## config.mk

```make
export PLATFORM = sky130hd
export DESIGN_NAME = piecewise_linear_interpolator_unit
export DESIGN_NICKNAME = d
export VERILOG_FILES = /design/src/hdl/pli_pkg.sv /design/src/hdl/piecewise_linear_interpolator_unit.sv /design/src/hdl/pli_ram.sv /design/src/hdl/pli_div.sv
export SDC_FILE = /design/constraint.sdc
export NUM_CORES = 2
export LEC_CHECK = 0
export BUFFER_PORTS_ARGS = -buffer_cell sky130_fd_sc_hd__buf_2
export CORE_UTILIZATION = 44
export DETAILED_ROUTE_END_ITERATION = 12
export GPL_TIMING_DRIVEN = 0
export SLEW_MARGIN = 20
export SYNTH_ARGS = -nofsm -noshare
export SYNTH_HDL_FRONTEND = slang
export SYNTH_SLANG_ARGS = --single-unit
```

## constraint.sdc

```tcl
create_clock -name clk -period 26.6 [get_ports clk]
set_clock_uncertainty 0.2 [all_clocks]
set_input_delay 5.32 -clock clk [delete_from_list [all_inputs] [get_ports clk]]
set_output_delay 5.32 -clock clk [all_outputs]
set_load 0.05 [all_outputs]
```

## src/hdl/pli_pkg.sv

```systemverilog
`timescale 1ns / 1ps

package pli_pkg;

    localparam int DATA_W  = 16;
    localparam int COUNT_W = 5;
    localparam int ADDR_W  = 3;
    localparam int MAG_W   = 16;
    localparam int PROD_W  = 32;
    localparam int QUOT_W  = 17;
    localparam int NUM_W   = 33;
    localparam int DEN_W   = 17;

    localparam logic [COUNT_W-1:0] COUNT_RESET = 5'd2;

    // register index, taken from paddr[2]
    localparam logic REG_POINT_COUNT = 1'b0;

    localparam logic MODE_WRITE = 1'b0;
    localparam logic MODE_EVAL  = 1'b1;

    typedef enum logic [2:0] {
        S_IDLE,
        S_LAST,
        S_FIRST,
        S_SCAN,
        S_MUL,
        S_START,
        S_DIV,
        S_FIN
    } state_t;

    typedef struct packed {
        logic busy;
        logic done;
    } div_stat_t;

endpackage

```

## src/hdl/piecewise_linear_interpolator_unit.sv

```systemverilog
`timescale 1ns / 1ps
// Write transactions leave the block in idle, so it stays ready for the next transaction.
// Evaluate transactions run through the states LAST, FIRST, SCAN, MUL, START, DIV and FIN:
// a one-entry-per-cycle segment scan through the breakpoint RAM read port,
// one multiply, then the bit-serial divider (skipped for a zero span).
// One evaluation in flight at a time; a finished result waits in the output register.
// rst_n is asynchronous, active low: clears control and point_count to 2; RAM is not cleared.
module piecewise_linear_interpolator_unit #(
    parameter int MAX_POINTS = 16
) (
    input  logic                                clk,
    input  logic                                rst_n,
    input  logic                                in_valid,
    output logic                                in_stall,
    input  logic                                mode,
    input  logic [3:0]                          point_index,
    input  logic signed [pli_pkg::DATA_W-1:0]   point_x,
    input  logic signed [pli_pkg::DATA_W-1:0]   point_y,
    input  logic signed [pli_pkg::DATA_W-1:0]   query_t,
    output logic                                out_valid,
    input  logic                                out_stall,
    output logic signed [pli_pkg::DATA_W-1:0]   value,
    output logic                                extrapolated,
    output logic                                saturated,
    output logic                                zero_span,
    input  logic                                psel,
    input  logic                                penable,
    input  logic                                pwrite,
    input  logic [pli_pkg::ADDR_W-1:0]          paddr,
    input  logic [31:0]                         pwdata,
    output logic [31:0]                         prdata,
    output logic                                pready
);

    localparam int AW = $clog2(MAX_POINTS);
    localparam int DW = pli_pkg::DATA_W;
    localparam int MW = pli_pkg::MAG_W;
    localparam int CW = pli_pkg::COUNT_W;

    pli_pkg::state_t state_reg, state_next;

    logic [CW-1:0]        cnt_reg;
    logic                 out_valid_reg;
    logic signed [DW-1:0] value_reg;
    logic                 ext_reg;
    logic                 sat_reg;
    logic                 zs_out_reg;

    logic signed [DW-1:0] t_reg;
    logic [AW-1:0]        last_idx_reg;
    logic [AW-1:0]        scan_idx_reg;
    logic signed [DW-1:0] prev_x_reg, prev_y_reg;
    logic                 le_prev_reg;
    logic                 le0_reg;
    logic                 lt0_reg;
    logic                 gt_last_reg;
    logic signed [DW-1:0] x0_reg, y0_reg, x1_reg, y1_reg;
    logic [pli_pkg::PROD_W-1:0] prod_reg;
    logic [MW-1:0]        span_reg;
    logic                 neg_reg;
    logic                 zs_reg;

    logic                 in_accept;
    logic                 ram_we;
    logic [AW-1:0]        ram_raddr;
    logic [2*DW-1:0]      ram_rdata;
    logic signed [DW-1:0] rd_x, rd_y;
    logic [AW-1:0]        last_idx_c;
    logic                 le_c;
    logic                 found_c;
    logic                 scan_end_c;
    logic                 load_seg_c;

    logic signed [DW:0]   dt_c, dx_c, dy_c;
    logic signed [DW:0]   dt_n, dx_n, dy_n;
    logic [MW-1:0]        dt_mag, dx_mag, dy_mag;

    logic                 div_start;
    logic [pli_pkg::NUM_W-1:0]  div_num;
    logic [pli_pkg::DEN_W-1:0]  div_den;
    logic [pli_pkg::QUOT_W-1:0] div_quot;
    pli_pkg::div_stat_t   div_stat;

    logic signed [DW+2:0] sq_c, sum_c;
    logic                 clip_c;
    logic signed [DW-1:0] fin_value_c;
    logic                 out_load;

    assign in_accept = in_valid && !in_stall;
    assign in_stall  = (state_reg != pli_pkg::S_IDLE);
    assign ram_we    = in_accept && (mode == pli_pkg::MODE_WRITE)
                       && (int'(point_index) < MAX_POINTS);

    always_comb
    begin
        if (cnt_reg < 5'd2)
        begin
            last_idx_c = AW'(1);
        end
        else if (int'(cnt_reg) > MAX_POINTS)
        begin
            last_idx_c = AW'(MAX_POINTS - 1);
        end
        else
        begin
            last_idx_c = AW'(cnt_reg - 5'd1);
        end
    end

    always_comb
    begin
        unique case (state_reg)
            pli_pkg::S_LAST:  ram_raddr = last_idx_reg;
            pli_pkg::S_SCAN:  ram_raddr = scan_idx_reg + AW'(1);
            default:          ram_raddr = '0;
        endcase
    end

    pli_ram #(
        .WIDTH (2 * DW),
        .DEPTH (MAX_POINTS)
    ) u_ram (
        .clk   (clk),
        .we    (ram_we),
        .waddr (AW'(point_index)),
        .wdata ({point_x, point_y}),
        .raddr (ram_raddr),
        .rdata (ram_rdata)
    );

    assign rd_x = ram_rdata[2*DW-1:DW];
    assign rd_y = ram_rdata[DW-1:0];

    // the one ordering comparator: t <= x of the entry just read
    assign le_c       = t_reg <= rd_x;
    assign found_c    = !le_prev_reg && le_c;
    assign scan_end_c = (scan_idx_reg != '0) && (found_c || scan_idx_reg == last_idx_reg);
    // segment 0 is captured at index 1 and kept unless a later one is chosen
    assign load_seg_c = (scan_idx_reg == AW'(1)) || found_c
                        || (scan_idx_reg == last_idx_reg && !le0_reg);

    assign dt_c = {t_reg[DW-1], t_reg} - {x0_reg[DW-1], x0_reg};
    assign dx_c = {x1_reg[DW-1], x1_reg} - {x0_reg[DW-1], x0_reg};
    assign dy_c = {y1_reg[DW-1], y1_reg} - {y0_reg[DW-1], y0_reg};
    assign dt_n = -dt_c;
    assign dx_n = -dx_c;
    assign dy_n = -dy_c;
    assign dt_mag = dt_c[DW] ? dt_n[MW-1:0] : dt_c[MW-1:0];
    assign dx_mag = dx_c[DW] ? dx_n[MW-1:0] : dx_c[MW-1:0];
    assign dy_mag = dy_c[DW] ? dy_n[MW-1:0] : dy_c[MW-1:0];

    // round half away from zero: (2|num| + |dx|) / (2|dx|)
    assign div_start = (state_reg == pli_pkg::S_START) && !zs_reg;
    assign div_num   = pli_pkg::NUM_W'({prod_reg, 1'b0}) + pli_pkg::NUM_W'(span_reg);
    assign div_den   = {span_reg, 1'b0};

    pli_div u_div (
        .clk   (clk),
        .rst_n (rst_n),
        .start (div_start),
        .num   (div_num),
        .den   (div_den),
        .quot  (div_quot),
        .stat  (div_stat)
    );

    assign sq_c   = neg_reg ? -$signed({2'b00, div_quot}) : $signed({2'b00, div_quot});
    assign sum_c  = {{3{y0_reg[DW-1]}}, y0_reg} + sq_c;
    assign clip_c = !zs_reg && (sum_c[DW+2:DW-1] != '0) && (sum_c[DW+2:DW-1] != '1);

    always_comb
    begin
        if (zs_reg)
        begin
            fin_value_c = y0_reg;
        end
        else if (clip_c)
        begin
            fin_value_c = sum_c[DW+2] ? {1'b1, {(DW-1){1'b0}}} : {1'b0, {(DW-1){1'b1}}};
        end
        else
        begin
            fin_value_c = sum_c[DW-1:0];
        end
    end

    assign out_load = (state_reg == pli_pkg::S_FIN) && (!out_valid_reg || !out_stall);

    always_comb
    begin
        state_next = state_reg;
        unique case (state_reg)
            pli_pkg::S_IDLE:
            begin
                if (in_accept && mode == pli_pkg::MODE_EVAL)
                begin
                    state_next = pli_pkg::S_LAST;
                end
            end
            pli_pkg::S_LAST:  state_next = pli_pkg::S_FIRST;
            pli_pkg::S_FIRST: state_next = pli_pkg::S_SCAN;
            pli_pkg::S_SCAN:
            begin
                if (scan_end_c)
                begin
                    state_next = pli_pkg::S_MUL;
                end
            end
            pli_pkg::S_MUL:   state_next = pli_pkg::S_START;
            pli_pkg::S_START: state_next = zs_reg ? pli_pkg::S_FIN : pli_pkg::S_DIV;
            pli_pkg::S_DIV:
            begin
                if (div_stat.done)
                begin
                    state_next = pli_pkg::S_FIN;
                end
            end
            pli_pkg::S_FIN:
            begin
                if (out_load)
                begin
                    state_next = pli_pkg::S_IDLE;
                end
            end
            default:          state_next = pli_pkg::S_IDLE;
        endcase
    end

    always_ff @(posedge clk or negedge rst_n)
    begin
        if (!rst_n)
        begin
            state_reg     <= pli_pkg::S_IDLE;
            cnt_reg       <= pli_pkg::COUNT_RESET;
            out_valid_reg <= 1'b0;
        end
        else
        begin
            state_reg <= state_next;
            if (psel && penable && pwrite && paddr[2] == pli_pkg::REG_POINT_COUNT)
            begin
                cnt_reg <= pwdata[CW-1:0];
            end
            if (out_load)
            begin
                out_valid_reg <= 1'b1;
            end
            else if (!out_stall)
            begin
                out_valid_reg <= 1'b0;
            end
        end
    end

    always_ff @(posedge clk)
    begin
        unique case (state_reg)
            pli_pkg::S_IDLE:
            begin
                if (in_accept)
                begin
                    t_reg        <= query_t;
                    last_idx_reg <= last_idx_c;
                end
            end
            pli_pkg::S_FIRST:
            begin
                gt_last_reg  <= !le_c;
                scan_idx_reg <= '0;
            end
            pli_pkg::S_SCAN:
            begin
                scan_idx_reg <= scan_idx_reg + AW'(1);
                prev_x_reg   <= rd_x;
                prev_y_reg   <= rd_y;
                le_prev_reg  <= le_c;
                if (scan_idx_reg == '0)
                begin
                    le0_reg <= le_c;
                    lt0_reg <= le_c && (t_reg != rd_x);
                end
                else if (load_seg_c)
                begin
                    x0_reg <= prev_x_reg;
                    y0_reg <= prev_y_reg;
                    x1_reg <= rd_x;
                    y1_reg <= rd_y;
                end
            end
            pli_pkg::S_MUL:
            begin
                prod_reg <= dt_mag * dy_mag;
                span_reg <= dx_mag;
                neg_reg  <= dt_c[DW] ^ dy_c[DW] ^ dx_c[DW];
                zs_reg   <= (dx_c == '0);
            end
            pli_pkg::S_FIN:
            begin
                if (out_load)
                begin
                    value_reg  <= fin_value_c;
                    ext_reg    <= lt0_reg || gt_last_reg;
                    sat_reg    <= clip_c;
                    zs_out_reg <= zs_reg;
                end
            end
            default:
            begin
            end
        endcase
    end

    assign out_valid    = out_valid_reg;
    assign value        = value_reg;
    assign extrapolated = ext_reg;
    assign saturated    = sat_reg;
    assign zero_span    = zs_out_reg;

    assign pready = 1'b1;
    assign prdata = (paddr[2] == pli_pkg::REG_POINT_COUNT) ? 32'(cnt_reg) : '0;

`ifndef SYNTHESIS
    a_div_in_div_state: assert property (@(posedge clk) disable iff (!rst_n)
        div_stat.busy |-> state_reg == pli_pkg::S_DIV)
        else $error("divider busy outside divide state");

    a_eval_starts_scan: assert property (@(posedge clk) disable iff (!rst_n)
        (in_accept && mode == pli_pkg::MODE_EVAL) |=> state_reg == pli_pkg::S_LAST)
        else $error("evaluate transaction did not start a search");

    a_scan_in_range: assert property (@(posedge clk) disable iff (!rst_n)
        state_reg == pli_pkg::S_SCAN |-> scan_idx_reg <= last_idx_reg)
        else $error("scan index past last breakpoint");

    a_flags_exclusive: assert property (@(posedge clk) disable iff (!rst_n)
        out_valid_reg |-> !(zs_out_reg && sat_reg))
        else $error("zero span result marked saturated");
`endif

endmodule

```

## src/hdl/pli_ram.sv

```systemverilog
`timescale 1ns / 1ps

module pli_ram #(
    parameter int WIDTH = 32,
    parameter int DEPTH = 16
) (
    input  logic                     clk,
    input  logic                     we,
    input  logic [$clog2(DEPTH)-1:0] waddr,
    input  logic [WIDTH-1:0]         wdata,
    input  logic [$clog2(DEPTH)-1:0] raddr,
    output logic [WIDTH-1:0]         rdata
);

    logic [WIDTH-1:0] mem [DEPTH];

    always_ff @(posedge clk)
    begin
        if (we)
        begin
            mem[waddr] <= wdata;
        end
        rdata <= mem[raddr];
    end

endmodule

```

## src/hdl/pli_div.sv

```systemverilog
`timescale 1ns / 1ps

// Restoring divider, one quotient bit per cycle. The quotient is clamped to
// all ones when it would not fit in QUOT_W bits.
module pli_div (
    input  logic                           clk,
    input  logic                           rst_n,
    input  logic                           start,
    input  logic [pli_pkg::NUM_W-1:0]      num,
    input  logic [pli_pkg::DEN_W-1:0]      den,
    output logic [pli_pkg::QUOT_W-1:0]     quot,
    output pli_pkg::div_stat_t             stat
);

    localparam int QW = pli_pkg::QUOT_W;
    localparam int DW = pli_pkg::DEN_W;
    localparam int CW = $clog2(QW + 1);

    logic          busy_reg;
    logic          done_reg;
    logic [CW-1:0] cnt_reg;
    logic [DW-1:0] den_reg;
    logic [DW-1:0] rem_reg;
    logic [QW-1:0] nlow_reg;
    logic [QW-1:0] quot_reg;
    logic          ovf;
    logic [DW:0]   trial;
    logic [DW:0]   diff;
    logic          fits;

    // quotient overflows when the top numerator bits already reach den
    assign ovf   = {1'b0, num[pli_pkg::NUM_W-1:QW]} >= den;
    assign trial = {rem_reg, nlow_reg[QW-1]};
    assign diff  = trial - {1'b0, den_reg};
    assign fits  = trial >= {1'b0, den_reg};

    always_ff @(posedge clk or negedge rst_n)
    begin
        if (!rst_n)
        begin
            busy_reg <= 1'b0;
            done_reg <= 1'b0;
            cnt_reg  <= '0;
        end
        else if (start)
        begin
            busy_reg <= !ovf;
            done_reg <= ovf;
            cnt_reg  <= CW'(QW);
        end
        else if (busy_reg)
        begin
            cnt_reg <= cnt_reg - CW'(1);
            if (cnt_reg == CW'(1))
            begin
                busy_reg <= 1'b0;
                done_reg <= 1'b1;
            end
        end
        else
        begin
            done_reg <= 1'b0;
        end
    end

    always_ff @(posedge clk)
    begin
        if (start)
        begin
            den_reg  <= den;
            rem_reg  <= {1'b0, num[pli_pkg::NUM_W-1:QW]};
            nlow_reg <= num[QW-1:0];
            quot_reg <= ovf ? '1 : '0;
        end
        else if (busy_reg)
        begin
            rem_reg  <= fits ? diff[DW-1:0] : trial[DW-1:0];
            quot_reg <= {quot_reg[QW-2:0], fits};
            nlow_reg <= {nlow_reg[QW-2:0], 1'b0};
        end
    end

    assign quot      = quot_reg;
    assign stat.busy = busy_reg;
    assign stat.done = done_reg;

endmodule

```

## Word level (Yosys, flattened, before mapping)

Memory sizes are Yosys's and may differ from the RTL's. A register that Yosys moved wholly into a read port is not among the register bits.
Cells that the tools add are included.

- Flip-flop bits (word level): 276
- Bits in latches: 0
- Memory bits (writable): 512
- Memory bits (read-only): 0
- Bits of input ports: 95
- Output and inout port bits: 54
- Logic and storage cells: 154
- Memories kept: 1

Memory list:

| name | depth | bits a word | rd ports | clocked after Yosys merged registers in | write ports | RTL line | text |
|---|---|---|---|---|---|---|---|
| u_ram.mem | 16 | 32 | 1 | 1 | 1 | pli_ram.sv:15 | `logic [WIDTH-1:0] mem [DEPTH];` |

- $add $sub $neg: 13
- $mul: 1
- Div/mod/pow operators: 0
- Order comparisons: 5
- Equality and inequality tests: 18
- Shift-type cells: 0
- Mux-type cells: 37
- Bitwise gates (word level): 5
- Reductions and logical operators: 41

Operators by type and width:

| operator | count |
|---|---|
| 16-bit 2-to-1 mux | 8 |
| 17-bit 2-to-1 mux | 6 |
| 16-bit by 16-bit subtractor with 17-bit output | 3 |
| 16-bit negator | 3 |
| 33-bit by 16-bit adder with 33-bit output | 1 |
| 16-bit by 16-bit multiplier with 32-bit output | 1 |
| 3-bit one-hot mux with 8 select lines | 1 |
| 19-bit adder | 1 |
| 19-bit 2-to-1 mux | 1 |
| 17-bit negator with 19-bit output | 1 |
| 18-bit by 17-bit greater-or-equal comparator with 1-bit output | 1 |
| 16-bit by 17-bit greater-or-equal comparator with 1-bit output | 1 |
| 17-bit logical NOT | 1 |
| 17-bit subtractor | 1 |
| 16-bit less-or-equal comparator | 1 |
| 16-bit != test | 1 |
| 4-bit one-hot mux with 2 select lines | 2 |
| 5-bit 2-to-1 mux | 3 |
| 1-bit logical AND | 14 |
| 3-bit equality test, second input constant | 4 |
| 3-bit 2-to-1 mux | 4 |
| 1-bit 2-to-1 mux | 11 |
| 1-bit logical NOT | 8 |
| 4-bit nonzero test | 2 |
| other kinds (26) | 40 |

## Logic depth before layout (Yosys ltp)

- Depth after elaboration: 8
- Depth in mapped cells: 36
- Gate-level depth less buffers: 35

## Cells and area by module

From an unflattened synthesis, not the netlist that was laid out.

- Cells, all modules: 3533
- Area total of the unflattened synthesis: 46498.3 µm²

By module, submodules not included:

| module | times used | cells an instance | area an instance (µm²) | sequential area each (µm²) |
|---|---|---|---|---|
| piecewise_linear_interpolator_unit | 1 | 2275 | 22071.2 | 6022.0 |
| pli_ram | 1 | 838 | 19854.0 | 16015.4 |
| pli_div | 1 | 420 | 4573.1 | 2207.1 |

## Worst setup path before layout

OpenSTA, ideal clock, no wires.

- Kind: in2out
- Start point: in paddr[2] (netlist name)
- End point: out prdata[2]
- Data arrival time: 6.009 ns
- Data required time: 21.080 ns
- Slack: 15.071 ns
- Stages: 1
- Path buffers: 0
- Cell sequence: nor2b_1

- Cells in the longest elaborated chain, start to end: 1

RTL lines:

| item | RTL line | text |
|---|---|---|
| from (decl) | piecewise_linear_interpolator_unit.sv:29 | `input logic [pli_pkg::ADDR_W-1:0] paddr,` |
| 5-bit 2-to-1 mux | piecewise_linear_interpolator_unit.sv:320 | `assign prdata = (paddr[2] == pli_pkg::REG_POINT_COUNT) ? 32'(cnt_reg) : '0;` |
| to (decl) | piecewise_linear_interpolator_unit.sv:31 | `output logic [31:0] prdata,` |

No other way between the ends.

## Final worst setup path

Same ends and word-level chain as after synthesis.

==> metrics.md <==
| Metric | Value |
|---|---|
| Grt met1 use | `0.295` |
| Worst-path fanout max | `6` |
| Fin crit share | `0.426` |
| Worst-path clk slew | `0.08 ns` |
| Final core occ | `0.499` |
| Slowest-stage cell, CP | `buf_2` |
| Area delta synth->final | `12.5%` |
| First-pass GRT wire length | `190,000 um` |
| Hold Crit Class | `flop to flop` |
| Gp weighted congestion | `0.897` |
| Max reg flops | `512` |
| Top Ports | `149` |
| Initial core utilization | `0.444` |
| Crit path top cell by count | `buf_2` |
| Simple-gate share of the synthesized area | `0.112` |
| R2r worst-path depth | `36` |
| Worst Path Buf+Inv | `2` |
| Worst hold slack | `0.200 ns` |
| Die ar. | `108,000 sq um` |
| Syn_area_per_cell | `11.6 sq um` |
| Drt pass-1 iters | `6` |
| Initial antenna violation count | `9` |
| Minimum clock period | `11.34 ns` |
| Final hold violation count | `0` |
| Fmax | `0.0882 GHz` |
| Layout cells sized above 1 | `0.0934` |
| Residual DRC | `0` |
| Hold path depth | `0` |
| Max-cap violation count | `0` |
| GRT Util Overall | `0.233` |
| CP startpoint kind | `primary input` |
| Routing usage on met3 | `0.0309` |
| Row Count | `119` |
| Post-synthesis xor/xnor area fraction | `0.0343` |
| Worst skew pair latency | `0.67 ns` |
| Seq/Total Area, Yosys | `0.518` |
| Post-synth EDFFs | `771` |
| Mux cell area share after synthesis | `0.0102` |
| Buffers inserted during post-CTS setup optimization | `0` |
| Vias in the first global route | `31,800` |
| Input/output buffers | `91` |
| CTS tree | `built` |
| Setup violators final | `0` |
| Compound-cell area share of the yosys netlist | `0.125` |
| Worst endpoint data arrival time | `5.82 ns` |
| Mapped Cells | `4,034` |
| Max-slew violations | `0` |
| Cells along the critical path | `buf_2 > nor2b_1 > buf_2` |
| Total grt overflow | `0` |
| Met2 usage | `0.411` |
| Core Footprint | `105,000 sq um` |
| Drt wl/cell | `22.0 um` |
| Clock root buffer | `clkbuf_16` |
| Most used DFF post-synth | `edfxtp_1` |
| CP delay by family, top | `buffers and inverters` |
| Fin Setup TNS | `0 ns` |
| Initial drt markers | `2,225` |
| Largest family of logic cells by synthesized area | `adder cells` |
| Largest net degree at the start of global routing | `52` |
| CTS Sinks | `820` |
| RSZ-0062 raised after global routing | `no` |
| Mapped cell area | `46,700 sq um` |
| Slew of the pin with the lowest slew margin | `1.23 ns` |
| Status | `finished, final reports clean` |
| Routed wire length | `126,000 um` |
| Hold Crit Start | `prev_x_reg[2]$_DFFE_PP_` |
| Reg2reg end | `prod_reg[28]$_DFFE_PP_` |
| Synth Warn # | `0` |
| Die span in y | `328 um` |
| Worst R2R Start | `t_reg[0]$_DFFE_PP_` |
| Synth Area in Adders | `0.150` |
| Crit. End Element | `output pin` |
| Yosys reg bits | `820` |
| Gr busiest metal | `met2` |
| # nets final | `4,818` |
| Netlist cell types | `90` |
| Reg2Reg Setup Slack | `15.80 ns` |
| Via Count | `31,800` |
| Max incr delay on CP | `0.26 ns` |
| CP Data Required Time | `21.08 ns` |
| Crit Path Category | `primary input to output pin` |
| Post-synth ARST share | `0.0195` |
| End point of the worst hold path | `x0_reg[2]$_DFFE_PP_` |
| Max_slew headroom | `0.172` |
| Post-CTS sizing | `0` |
| Dpl hpwl | `95,100 um` |
| Clock Tree Buf Depth | `3` |
| Htree depth | `3` |
| Vias per std cell | `5.54` |
| Crit path launch | `paddr[2]` |
| CTS Hold Buffers Added | `0` |
| Die X | `328 um` |
| Detail Route Antenna Nets | `0` |
| Num CTS Buffers | `84` |
stage by stage:
stage               cells  cell area, sq um  setup WS [ns]
global route         5738             52600          15.07
floorplan            4060             46800          15.07
detailed placement   5586             49800          15.27
CTS                  5738             52600          15.26
finish               5739             52600          15.26
global placement     5542             49000          14.44
per-layer routing:
layer / vias to the layer above / wire length, um
met5: - / 80
met4: 12 / 3970
met3: 244 / 6470
met2: 940 / 63200
met1: 15700 / 52400
li1: 14900 / -
worst reg2reg max path: cells and delay by family, from the launching register on:
family	cells	cell delay, ns
XOR/XNOR	2	0.88
buffers and inverters	9	1.34
flip-flops	1	0.36
AND/OR/NAND/NOR	6	0.71
adder cells (fa/ha/maj)	9	4.03
AO/OA/AOI/OAI	10	3.01
final cells by class:
class / instances / area, sq um
Antenna cell: 1 / 2.50
Inverter: 390 / 1460
Clock buffer: 113 / 2320
Timing Repair Buffer: 135 / 1070
Fill cell: 9354 / 52700
Sequential cell: 820 / 24200
Buffer: 191 / 853
Multi-Input combinational cell: 2659 / 20500
Tap cell: 1391 / 1740
Clock inverter: 39 / 399
worst max path at each step:
stage	slack, ns	endpoint	cells past startpoint
3_5_place_dp	15.27	prdata[2]	3
4_1_cts	15.26	prdata[2]	3
5_1_grt	15.07	prod_reg[28]$_DFFE_PP_	34
2_1_floorplan	15.07	prdata[2]	1
3_3_place_gp	14.44	u_ram.mem[0][23]$_DFFE_PP_	5
6_report	15.26	prdata[2]	3
cell usage in the layout, fill, tap and decap left out, types with 165 or more instances in the layout:
cell      Yosys  layout
edfxtp_1    771     771
nor2_1      178     166
and2_1      178     177
a211oi_1    179     179
nand2_1     476     476
ha_1        242     242
inv_1       389     388
a21oi_1     166     165
fa_1        200     200
clkbuf_1    153     171
cells by family after synthesis:
family,after synthesis
adders and majority gates,442
buffers and inverters,581
muxes,43
DFF,820
other,2
xor gates and xnor gates,183
and+or+nand+nor,1108
AOI/OAI and AO/OA,855
synth_stat cells (all sizes together), types with 18 or more instances:
library cell / count / share of area
fa: 200 / 0.086
clkbuf: 153 / 0.012
nand4: 19 / 0.0025
a21boi: 27 / 0.0046
a311oi: 64 / 0.012
or2: 20 / 0.0027
xor2: 63 / 0.012
xnor2: 120 / 0.022
o21a: 35 / 0.0056
inv: 389 / 0.031
nand3: 53 / 0.0057
ha: 242 / 0.065
nor3: 45 / 0.0048
buf: 38 / 0.0059
mux2: 36 / 0.0087
edfxtp: 771 / 0.50
a21o: 53 / 0.0086
or3: 18 / 0.0024
and2: 179 / 0.024
a21oi: 170 / 0.019
o21ai: 119 / 0.013
nor2: 178 / 0.014
a211oi: 180 / 0.029
o31ai: 23 / 0.0037
dfxtp: 33 / 0.014
nand2b: 35 / 0.0047
a31oi: 79 / 0.011
nand2: 476 / 0.038
nor2b: 28 / 0.0037
Power is left out: the tool's default activity adds up to more than one toggle a clock period on the data nets, which glitch-free logic cannot reach.
